$ cat config.mk
export PLATFORM = sky130hd
export DESIGN_NAME = rba_summary
export DESIGN_NICKNAME = d
export VERILOG_FILES = /design/src/rba_pkg.sv /design/src/rba_summary.sv
export SDC_FILE = /design/constraint.sdc
export NUM_CORES = 1
export LEC_CHECK = 0
export BUFFER_PORTS_ARGS = -buffer_cell sky130_fd_sc_hd__buf_2
export CORE_ASPECT_RATIO = 0.5
export CORE_UTILIZATION = 50
export CTS_CLUSTER_SIZE = 12
export DETAILED_ROUTE_END_ITERATION = 16
export PLACE_DENSITY = 0.72
export SYNTH_ARGS = -nofsm -noshare
export SYNTH_HDL_FRONTEND = slang
export SYNTH_SLANG_ARGS = --single-unit
export TNS_END_PERCENT = 1
$ cat constraint.sdc
create_clock -name clk -period 2.2 [get_ports clk]
set_input_delay 0.33 -clock clk [delete_from_list [all_inputs] [get_ports clk]]
set_output_delay 0.33 -clock clk [all_outputs]
set_load 0.1 [all_outputs]
$ cat src/rba_pkg.sv
// shared types, codes and helpers for the reference-counted block allocator
// no dependencies; imported by every module of the block but rba_ram
package rba_pkg;

    localparam int RBA_MAX_BLOCKS   = 4096;
    localparam int RBA_WORD_BITS    = 64;
    localparam int RBA_WORD_LOG     = 6;
    localparam int RBA_CFG_WIDTH    = 32;
    localparam int RBA_TOTAL_WIDTH  = 13;
    localparam int RBA_COUNT_WIDTH  = 8;

    localparam logic [RBA_COUNT_WIDTH-1:0] RBA_COUNT_LIMIT = 8'd255;
    localparam logic [RBA_COUNT_WIDTH-1:0] RBA_COUNT_ONE   = 8'd1;
    localparam logic [RBA_TOTAL_WIDTH-1:0] RBA_TOTAL_RESET = 13'd4096;

    typedef enum logic [2:0] {
        CMD_ALLOC = 3'd0,
        CMD_FREE  = 3'd1,
        CMD_INC   = 3'd2,
        CMD_DEC   = 3'd3,
        CMD_QUERY = 3'd4
    } cmd_t;

    typedef enum logic [1:0] {
        STS_OK       = 2'd0,
        STS_NO_SPACE = 2'd1,
        STS_INVALID  = 2'd2,
        STS_RANGE    = 2'd3
    } status_t;

    typedef enum logic {
        REG_DATA_BASE  = 1'b0,
        REG_DATA_TOTAL = 1'b1
    } cfg_reg_t;

    typedef enum logic [2:0] {
        S_CLEAR,
        S_IDLE,
        S_LOOKUP,
        S_SCAN,
        S_MODIFY,
        S_PUSH
    } state_t;

    typedef struct packed {
        logic [2:0]  command;
        logic [31:0] block_number;
    } cmd_item_t;

    typedef struct packed {
        status_t                      status;
        logic [31:0]                  granted_block;
        logic [RBA_COUNT_WIDTH-1:0]   reference_count;
        logic                         is_allocated;
        logic [RBA_TOTAL_WIDTH-1:0]   blocks_free;
    } rsp_item_t;

    // lowest set bit of a map word: {found, position}
    function automatic logic [RBA_WORD_LOG:0] rba_first_set(
        input logic [RBA_WORD_BITS-1:0] bits
    );
        logic [RBA_WORD_LOG:0] res;
        res = '0;
        for (int i = RBA_WORD_BITS - 1; i >= 0; i--)
        begin
            if (bits[i])
            begin
                res = {1'b1, RBA_WORD_LOG'(i)};
            end
        end
        return res;
    endfunction

endpackage

$ cat src/rba_summary.sv
// one full flag per allocation map word and a search for the first open word
// depends on rba_pkg (word size, first-set helper)
module rba_summary #(
    parameter int NW  = 64,
    parameter int WIW = 6,
    parameter int CIW = 1
) (
    input  logic           clk,
    input  logic           rst_n,
    input  logic           upd_we,
    input  logic [WIW-1:0] upd_addr,
    input  logic           upd_full,
    input  logic [CIW-1:0] chunk,
    output logic           found,
    output logic [WIW-1:0] word
);
    import rba_pkg::*;

    logic [NW-1:0]            full_reg;
    logic [NW-1:0]            full_next;
    logic [RBA_WORD_BITS-1:0] open_bits;
    logic [RBA_WORD_LOG:0]    hit;
    logic [31:0]              widx;

    // track map word writes
    always_comb
    begin
        full_next = full_reg;
        if (upd_we)
        begin
            full_next[upd_addr] = upd_full;
        end
    end

    always_ff @(posedge clk or negedge rst_n)
    begin
        if (!rst_n)
        begin
            full_reg <= '0;
        end
        else
        begin
            full_reg <= full_next;
        end
    end

    // first word with a clear bit inside the selected chunk of flags
    always_comb
    begin
        open_bits = '0;
        widx      = '0;
        for (int j = 0; j < RBA_WORD_BITS; j++)
        begin
            widx = (32'(chunk) << RBA_WORD_LOG) + 32'(j);
            if (widx < 32'(NW))
            begin
                open_bits[j] = ~full_reg[widx[WIW-1:0]];
            end
        end
        hit   = rba_first_set(open_bits);
        found = hit[RBA_WORD_LOG];
        word  = WIW'((32'(chunk) << RBA_WORD_LOG) + 32'(hit[RBA_WORD_LOG-1:0]));
    end

endmodule

# ---- Word-level counts from Yosys, hierarchy flattened
# Cells that the tools add are included.
dict set report totals {
  reg_bits 64
  latchBits 0
  ramBits 0
  rom_bits 0
  inputBits 11
  out_inout_bits 7
  n_memories 0
}
dict set report op_classes {
  addsub 64
  n_mul 0
  n_div 0
  n_lt_le_gt_ge 129
  n_eq_ne 0
  shift 0
  mux 257
  bitwise_logic 64
  reduce_logical 1
}
# op count
set ops {}
lappend ops {{$lt 8x7->1 const B} 63}
lappend ops {{$lt 6x7->1 const B} 64}
lappend ops {{$mux 7} 64}
lappend ops {{$bmux 1 s6} 63}
lappend ops {{$add 7x6->8 const B} 32}
lappend ops {{$add 7x5->8 const B} 16}
lappend ops {{$mux 1} 128}
lappend ops {{$add 7x4->8 const B} 8}
lappend ops {{$bwmux 64} 1}
lappend ops {{$not 1->1} 64}
lappend ops {{$add 7x3->8 const B} 4}
lappend ops {{$add 7x2->8 const B} 2}
lappend ops {{$add 7x1->8 const B} 1}
lappend ops {{$lt 7x7->1 const B} 1}
lappend ops {{$add 1x6->6 const A} 1}
lappend ops {{$demux 1 s6} 1}
lappend ops {{$ge 6x1->1 const B} 1}
lappend ops {{$logic_and 1x1->1} 1}

# ---- Depth between registers and ports, before layout
# Gate-level depths: netlist of the first run.
dict set report logic_depth {
  ltp_word 70
  depth_mapped 8
  ltp_nobuf 6
}

# ---- Worst setup path after synthesis of the first run
# OpenSTA, ideal clock, no wires.
dict set report synth_timing {
  kind {input-to-output}
  start {input port chunk}
  end {output port word[4]}
  t_arrival_ns 2.744
  required_ns 1.870
  slack_ns -0.874
  stages 8
  path_buffers 2
  cell_sequence {buf_4 inv_2 buf_2 o21ai_1 o21ai_1 nor3_1 inv_1 a31oi_1}
}
dict set report synth_via {
  elab_chain_len 68
  word_cells_on_any_way 256
  classes_between {add/sub (64); order compare (64); mux (128)}
}
# item line_no
set synth_lines {}
lappend synth_lines {{start, declared} rba_summary.sv:13} ;# input logic [CIW-1:0] chunk,
lappend synth_lines {{$add 7x6->8} rba_summary.sv:54} ;# widx = (32'(chunk) << RBA_WORD_LOG) + 32'(j);
lappend synth_lines {{$lt 8x7->1} rba_summary.sv:55} ;# if (widx < 32'(NW))
lappend synth_lines {{$mux 1} rba_summary.sv:55}
lappend synth_lines {{$mux 7 (63 in a row)} rba_pkg.sv:66} ;# if (bits[i])
lappend synth_lines {{$mux 7 *} rba_pkg.sv:66}
lappend synth_lines {{$add 1x6->6 *} rba_summary.sv:62} ;# word = WIW'((32'(chunk) << RBA_WORD_LOG) + 32'(hit[RBA_WORD_LOG-1:0]));
lappend synth_lines {{end, declared} rba_summary.sv:15} ;# output logic [WIW-1:0] word
# Mark *: on every way between the ends. The rest lies on a longest branch, timed or not.

# ---- Worst setup path after layout of the first run
dict set report layout_timing {
  start {register full_reg[43]}
  end {output port word[3]}
}
dict set report layout_via {
  elab_chain_len 69
  word_cells_on_any_way 317
  classes_between {add/sub (1); mux (253); bitwise (63)}
}
# item line_no
set layout_lines {}
lappend layout_lines {{start, declared} rba_summary.sv:19} ;# logic [NW-1:0] full_reg;
lappend layout_lines {{start signal, assigned} rba_summary.sv:43} ;# full_reg <= full_next;
lappend layout_lines {{$bmux 1 s6} rba_summary.sv:57} ;# open_bits[j] = ~full_reg[widx[WIW-1:0]];
lappend layout_lines {{$mux 1 (implied by the code)} rba_summary.sv:57}
lappend layout_lines {{$not 1->1} rba_summary.sv:57}
lappend layout_lines {{$mux 1} rba_summary.sv:55}
lappend layout_lines {{$mux 7 (62 in a row)} rba_pkg.sv:66}
lappend layout_lines {{$mux 7 * (2 in a row)} rba_pkg.sv:66}
lappend layout_lines {{$add 1x6->6 *} rba_summary.sv:62}
# Mark *: on every way between the ends. The rest lies on a longest branch, timed or not. The select of a mux whose other input is x is not followed.

==> flow_summary.json, run 1 <==
{
  "worst_ep_required_time_ns": 1.87,
  "layout_common_cells": "dfrtp_1 (62), nand2_1 (61), nor2_1 (47)",
  "ys_types": 50,
  "postRouteWirelength_um": 11100,
  "grt_max_degree": 38,
  "crit_fanout": 3,
  "finalNonFillerCells": 534,
  "grt_usage_pct": 31.9,
  "fp.dieH_um": 63.0,
  "grt_pass1_wl_um": 18100,
  "ys_seq_elements": 64,
  "drt_iter0_drc": 404,
  "syn_nets": 416,
  "port-buffer-count": 17,
  "nets": 451,
  "yosys_warnings": 0,
  "finClkSkew_ns": 0,
  "cts_root_buf": "clkbuf_16",
  "tightest_slew_ns": 0.663,
  "vdd_drop_max_mv": 0.440,
  "hold_viol_final": 0,
  "setup_slack_ns": -0.189,
  "mostFrequentLayoutCell": "dfrtp_1",
  "drtAntennaViolNets": 0,
  "largest_reg_flops": 64,
  "grt.overflow.total": 0,
  "via_per_inst": 6.42,
  "status": "complete, but fails checks",
  "synth_edf_count": 0,
  "synth_area_per_cell_um2": 9.18,
  "fillers": 541,
  "n_antenna_cell": 0,
  "clkLatencyLatePin_ns": 0.33,
  "clk_pin_slew_ns": 0.05,
  "drive_above_1_share_pct": 30.5,
  "die_x_um": 124,
  "rows": 21,
  "async_flop_share_pct": 100,
  "syn-cell-area_mm2": 0.00372,
  "dp.cells": 513,
  "fp.coreArea_mm2": 0.00694,
  "end_kind": "primary output",
  "maxSlewViolCount": 0,
  "syn-instance-count": 405,
  "htree_levels": 3,
  "wl_per_cell_um": 20.7,
  "place_area_mm2": 0.00415,
  "cts_sinks": 64,
  "min_period_ns": 2.39,
  "cts_tree": "built",
  "fp.dieArea_mm2": 0.00781,
  "grt_antenna_before_repair": 0,
  "hold_slack_ns": 0.0268,
  "p_per_area_mw_per_mm2": 739,
  "synth_flop_cell": "dfrtp_1",
  "cp.arrival_ns": 2.06,
  "violations": "negative setup slack",
  "rsz0062_at_grt": "yes",
  "final_area_mm2": 0.00455,
  "num_io_pins": 18,
  "yosysSeqAreaShare_pct": 43.1,
  "relSlewSlack_pct": 55.8,
  "area_growth_pct": 22.3,
  "gp_congestion": 0.921,
  "route.detailed.drc": 0,
  "startpoint_type": "register",
  "p_leak_nw": 1.90,
  "cap_violations": 0,
  "first_pass_iters": 5,
  "hp-class": "in2async",
  "dpl.hpwl_um": 7580,
  "cts-buffers-inserted": 9,
  "period_share_pct": 109,
  "start_util_pct": 53.6,
  "clock.fmax_ghz": 0.419,
  "via_count": 3428,
  "clockBufferDepth": 2,
  "setup_violations": 7,
  "grt_pass1_vias": 3401,
  "crit_type": "reg2out"
}
## synth_stat cells, types with 2 or more instances
cell type,instances,area share [%]
dfrtp_1,64,43
nand2_1,64,6.5
nor2_1,51,5.1
mux2_2,44,13
o21ai_0,19,2.6
inv_1,13,1.3
mux2_1,13,3.9
nand3_1,12,1.6
a31oi_1,11,1.9
a41oi_1,10,2.4
a21oi_1,9,1.2
clkbuf_1,9,0.91
buf_2,7,0.94
nand2b_1,7,1.2
nand4_1,7,1.2
o21ai_1,6,0.81
a211oi_1,4,0.81
and3_1,4,0.67
nor2b_1,4,0.67
o211ai_1,4,0.81
nor3_1,3,0.40
o221ai_1,3,0.71
a22oi_1,2,0.40
a41o_1,2,0.54
and2_1,2,0.34
and4_1,2,0.47
nand3b_1,2,0.40
o21a_1,2,0.40
o31ai_1,2,0.40
or2_1,2,0.34
or3_1,2,0.34
## cell families (layout without fill, tap and decap cells)
logic type / after synthesis / in the layout / synth area share (%)
simple gates: 170 / 170 / 20.9
compound gates: 82 / 82 / 15.2
flops: 64 / 64 / 43.1
mux: 57 / 57 / 17.3
buf+inv: 32 / 69 / 3.57
## area by class of cell
cell class | count | area (um^2) | share of cell area [%]
clock buffer | 11 | 233 | 5.12
inverter | 14 | 55.1 | 1.21
timing repair buffer | 42 | 403 | 8.86
clock inverter | 2 | 10.0 | 0.220
sequential | 64 | 1600 | 35.3
tap | 92 | 115 | 2.53
multi-input combinational | 309 | 2130 | 46.8
## stage by stage
| step | setup TNS (ns) | power [W] | worst slack [ns] | utilization, % |
|---|---|---|---|---|
| floorplan | -0.725 | 0.00184 | -0.170 | - |
| global placement | 0 | 0.00204 | 0.0814 | 59.8 |
| detailed placement | -0.0560 | 0.00207 | -0.0490 | 59.8 |
| CTS | -0.682 | 0.00333 | -0.182 | 64.9 |
| global route | -1.30 | 0.00349 | -0.254 | 65.6 |
| finish | -0.821 | 0.00336 | -0.189 | 65.6 |
## final timing paths
check,start,end,slack (ns),cells after the start
worst max-delay path,full_reg[43],word[3],-0.19,7
worst min-delay path,rst_n,full_reg[15],0.03,1
worst max register to register,full_reg[46],full_reg[46],1.26,2
worst min register to register,full_reg[10],full_reg[10],0.54,1
max in group asynchronous,rst_n,full_reg[34],1.53,2
min in group clk,upd_addr[1],full_reg[39],0.43,3
## report_power, final
group | switching [W] | internal [W]
Sequential | 0.000205 | 0.00135
Combinational | 0.000330 | 0.000260
Clock | 0.000485 | 0.000738
Total | 0.00102 | 0.00234
## repair_timing
item,4_1_cts,5_1_grt
hold buffers,0,0
pin swaps,8,8
endpoints found under the setup margin,7,7
gates resized for setup,19,8
setup buffers,6,2
## metal layers
metal / up-vias / GRT usage (%) / share of wire, %
met5: - / 0 / 0
met2: 169 / 46.0 / 44
met3: 48 / 10.5 / 8.6
met4: 0 / 13.5 / 3.7
li1: 1532 / - / -
met1: 1679 / 43.5 / 43
## worst max-delay path, cell delays in order (launching register included)
cell and delay [ns]:
dfrtp_1 0.38, nand2_2 0.09, o41ai_4 0.45, a21boi_2 0.22, o31ai_1 0.08, a211oi_2 0.25, nor2_2 0.08, buf_12 0.17
(Power assumes the default switching activity.)
==> run 2, diff against run 1 <==
--- a/config.mk
+++ b/config.mk
@@ -7,9 +7,11 @@
 export LEC_CHECK = 0
 export BUFFER_PORTS_ARGS = -buffer_cell sky130_fd_sc_hd__buf_2
 export CORE_ASPECT_RATIO = 0.5
+export CORE_MARGIN = 3
 export CORE_UTILIZATION = 50
 export CTS_CLUSTER_SIZE = 12
 export DETAILED_ROUTE_END_ITERATION = 16
+export HOLD_SLACK_MARGIN = 0.06
 export PLACE_DENSITY = 0.72
 export SYNTH_ARGS = -nofsm -noshare
 export SYNTH_HDL_FRONTEND = slang
==> run 2 against run 1 <==
Against the previous run: combinational power is essentially flat; critical path type unchanged; sequential power is essentially flat; register-to-register slack gained 0.02 ns; critical endpoint unchanged; routed wire length shrank 1.1%; the flow still finishes with violations (negative setup slack); cell count grew 0.94%; highest routed layer unchanged.
==> flow_summary.json, run 2 (synthesized netlist as in run 1, its figures left out) <==
{
  "mostFrequentLayoutCell": "dfrtp_1",
  "area_growth_pct": 24.9,
  "clkLatencyLatePin_ns": 0.34,
  "setup_violations": 7,
  "die_x_um": 128,
  "grt_pass1_vias": 3416,
  "cts-buffers-inserted": 9,
  "cp.arrival_ns": 2.06,
  "p_per_area_mw_per_mm2": 792,
  "wl_per_cell_um": 20.3,
  "drive_above_1_share_pct": 31.5,
  "min_period_ns": 2.39,
  "slowest_delay_ns": 0.38,
  "crit_chain": "nand2_2 > o41ai_4 > a21boi_2 > o31ai_2 > a211oi_2 > nor2_2 > buf_12",
  "startpoint_type": "register",
  "finClkSkew_ns": 0,
  "fillers": 524,
  "cts_root_buf": "clkbuf_16",
  "fp.dieH_um": 67.0,
  "postRouteWirelength_um": 10900,
  "status": "complete, but fails checks",
  "min_from": "upd_addr[1]",
  "cap_violations": 0,
  "via_per_inst": 6.27,
  "fp.dieArea_mm2": 0.00857,
  "via_count": 3379,
  "tightest_slew_ns": 0.599,
  "period_share_pct": 109,
  "crit_type": "reg2out",
  "route.detailed.drc": 0,
  "place_area_mm2": 0.00416,
  "dpl.hpwl_um": 7170,
  "grt_usage_pct": 27.3,
  "drtAntennaViolNets": 0,
  "cts_tree": "built",
  "crit_fanout": 3,
  "relSlewSlack_pct": 60.0,
  "first_pass_iters": 5,
  "grt.overflow.total": 0,
  "violations": "negative setup slack",
  "final_area_mm2": 0.00464,
  "port-buffer-count": 17,
  "hold_viol_final": 0,
  "grt_pass1_wl_um": 17600,
  "start_util_pct": 53.6,
  "drt_iter0_drc": 315,
  "clockBufferDepth": 2,
  "cpMaxStageDelayCell": "dfrtp_1",
  "clock.fmax_ghz": 0.418,
  "cts_sinks": 64,
  "grt_antenna_before_repair": 0,
  "nets": 453,
  "clk_pin_slew_ns": 0.05,
  "layout_common_cells": "dfrtp_1 (64), nand2_1 (60), nor2_1 (48)",
  "htree_levels": 3,
  "gp_congestion": 0.946,
  "worst_ep_required_time_ns": 1.87,
  "n_antenna_cell": 0,
  "startpoint": "full_reg[42]",
  "rsz0062_at_grt": "yes",
  "setup_slack_ns": -0.192,
  "hp-class": "in2reg",
  "largest_reg_flops": 64,
  "hold_slack_ns": 0.423,
  "grt_max_degree": 65,
  "fp.coreArea_mm2": 0.00694,
  "end_kind": "primary output",
  "r2r_start": "full_reg[28]",
  "maxSlewViolCount": 0,
  "num_io_pins": 18,
  "vdd_drop_max_mv": 0.414,
  "p_leak_nw": 1.95,
  "rows": 21
}
run 2: power by group:
group | leakage (nW) | internal (W) | switching (W)
sequential | 0.831 | 0.00134 | 0.000192
clock | 0.158 | 0.00102 | 0.000537
combinational | 0.959 | 0.000258 | 0.000332
total | 1.95 | 0.00262 | 0.00106
run 2: layout make-up:
type                       instances  area (um^2)  share of cell area (%)
timing repair buffer              44          408                    8.78
inverter                          14         55.1                    1.19
tap                               92          115                    2.48
sequential                        64         1600                    34.5
clock buffer                      10          239                    5.15
clock inverter                     6         82.6                    1.78
multi-input combinational        309         2140                    46.1
run 2: metal layers:
| metal | vias to the layer above | routed length (um) | GRT usage [%] |
|---|---|---|---|
| li1 | 1528 | - | - |
| met1 | 1657 | 4600 | 36.0 |
| met3 | 27 | 1180 | 9.85 |
| met5 | - | 0 | 0 |
| met2 | 167 | 4870 | 40.2 |
| met4 | 0 | 281 | 12.7 |
run 2: timing repair:
action | in CTS | in global routing
gates resized for setup | 24 | 3
pin swaps | 12 | 6
setup endpoints to repair | 7 | 7
endpoints found under the hold margin | 64 | 0
setup buffers | 6 | 0
hold buffers | 1 | 0
run 2: path summary, 6_finish.rpt:
path                           endpoint  slack (ns)  cells past startpoint
setup / recovery                word[3]       -0.19                      7
hold / removal             full_reg[39]        0.42                      3
setup reg to reg           full_reg[28]        1.28                      2
hold reg to reg             full_reg[8]        0.54                      1
max in group asynchronous  full_reg[47]        1.38                      3
min in group asynchronous  full_reg[23]        0.54                      3
run 2: metrics by stage:
stage          total power (W)  worst slack (ns)  setup TNS, ns  utilization (%)  cells
2_1_floorplan          0.00184            -0.170         -0.725                -    405
3_3_place_gp           0.00204            0.0159              0             59.9    516
3_5_place_dp           0.00206           -0.0115        -0.0115             59.9    516
4_1_cts                0.00366            -0.128         -0.601             66.7    539
5_1_grt                0.00380            -0.261          -1.39             66.9    539
6_report               0.00368            -0.192         -0.975             66.9    539
run 2: worst max-delay path, delay by kind of cell, from the launching register on:
family	cells	cell delay (ns)
buffers and inverters	1	0.17
flip-flops	1	0.38
AO/OA/AOI/OAI	4	0.96
AND/OR/NAND/NOR	2	0.19
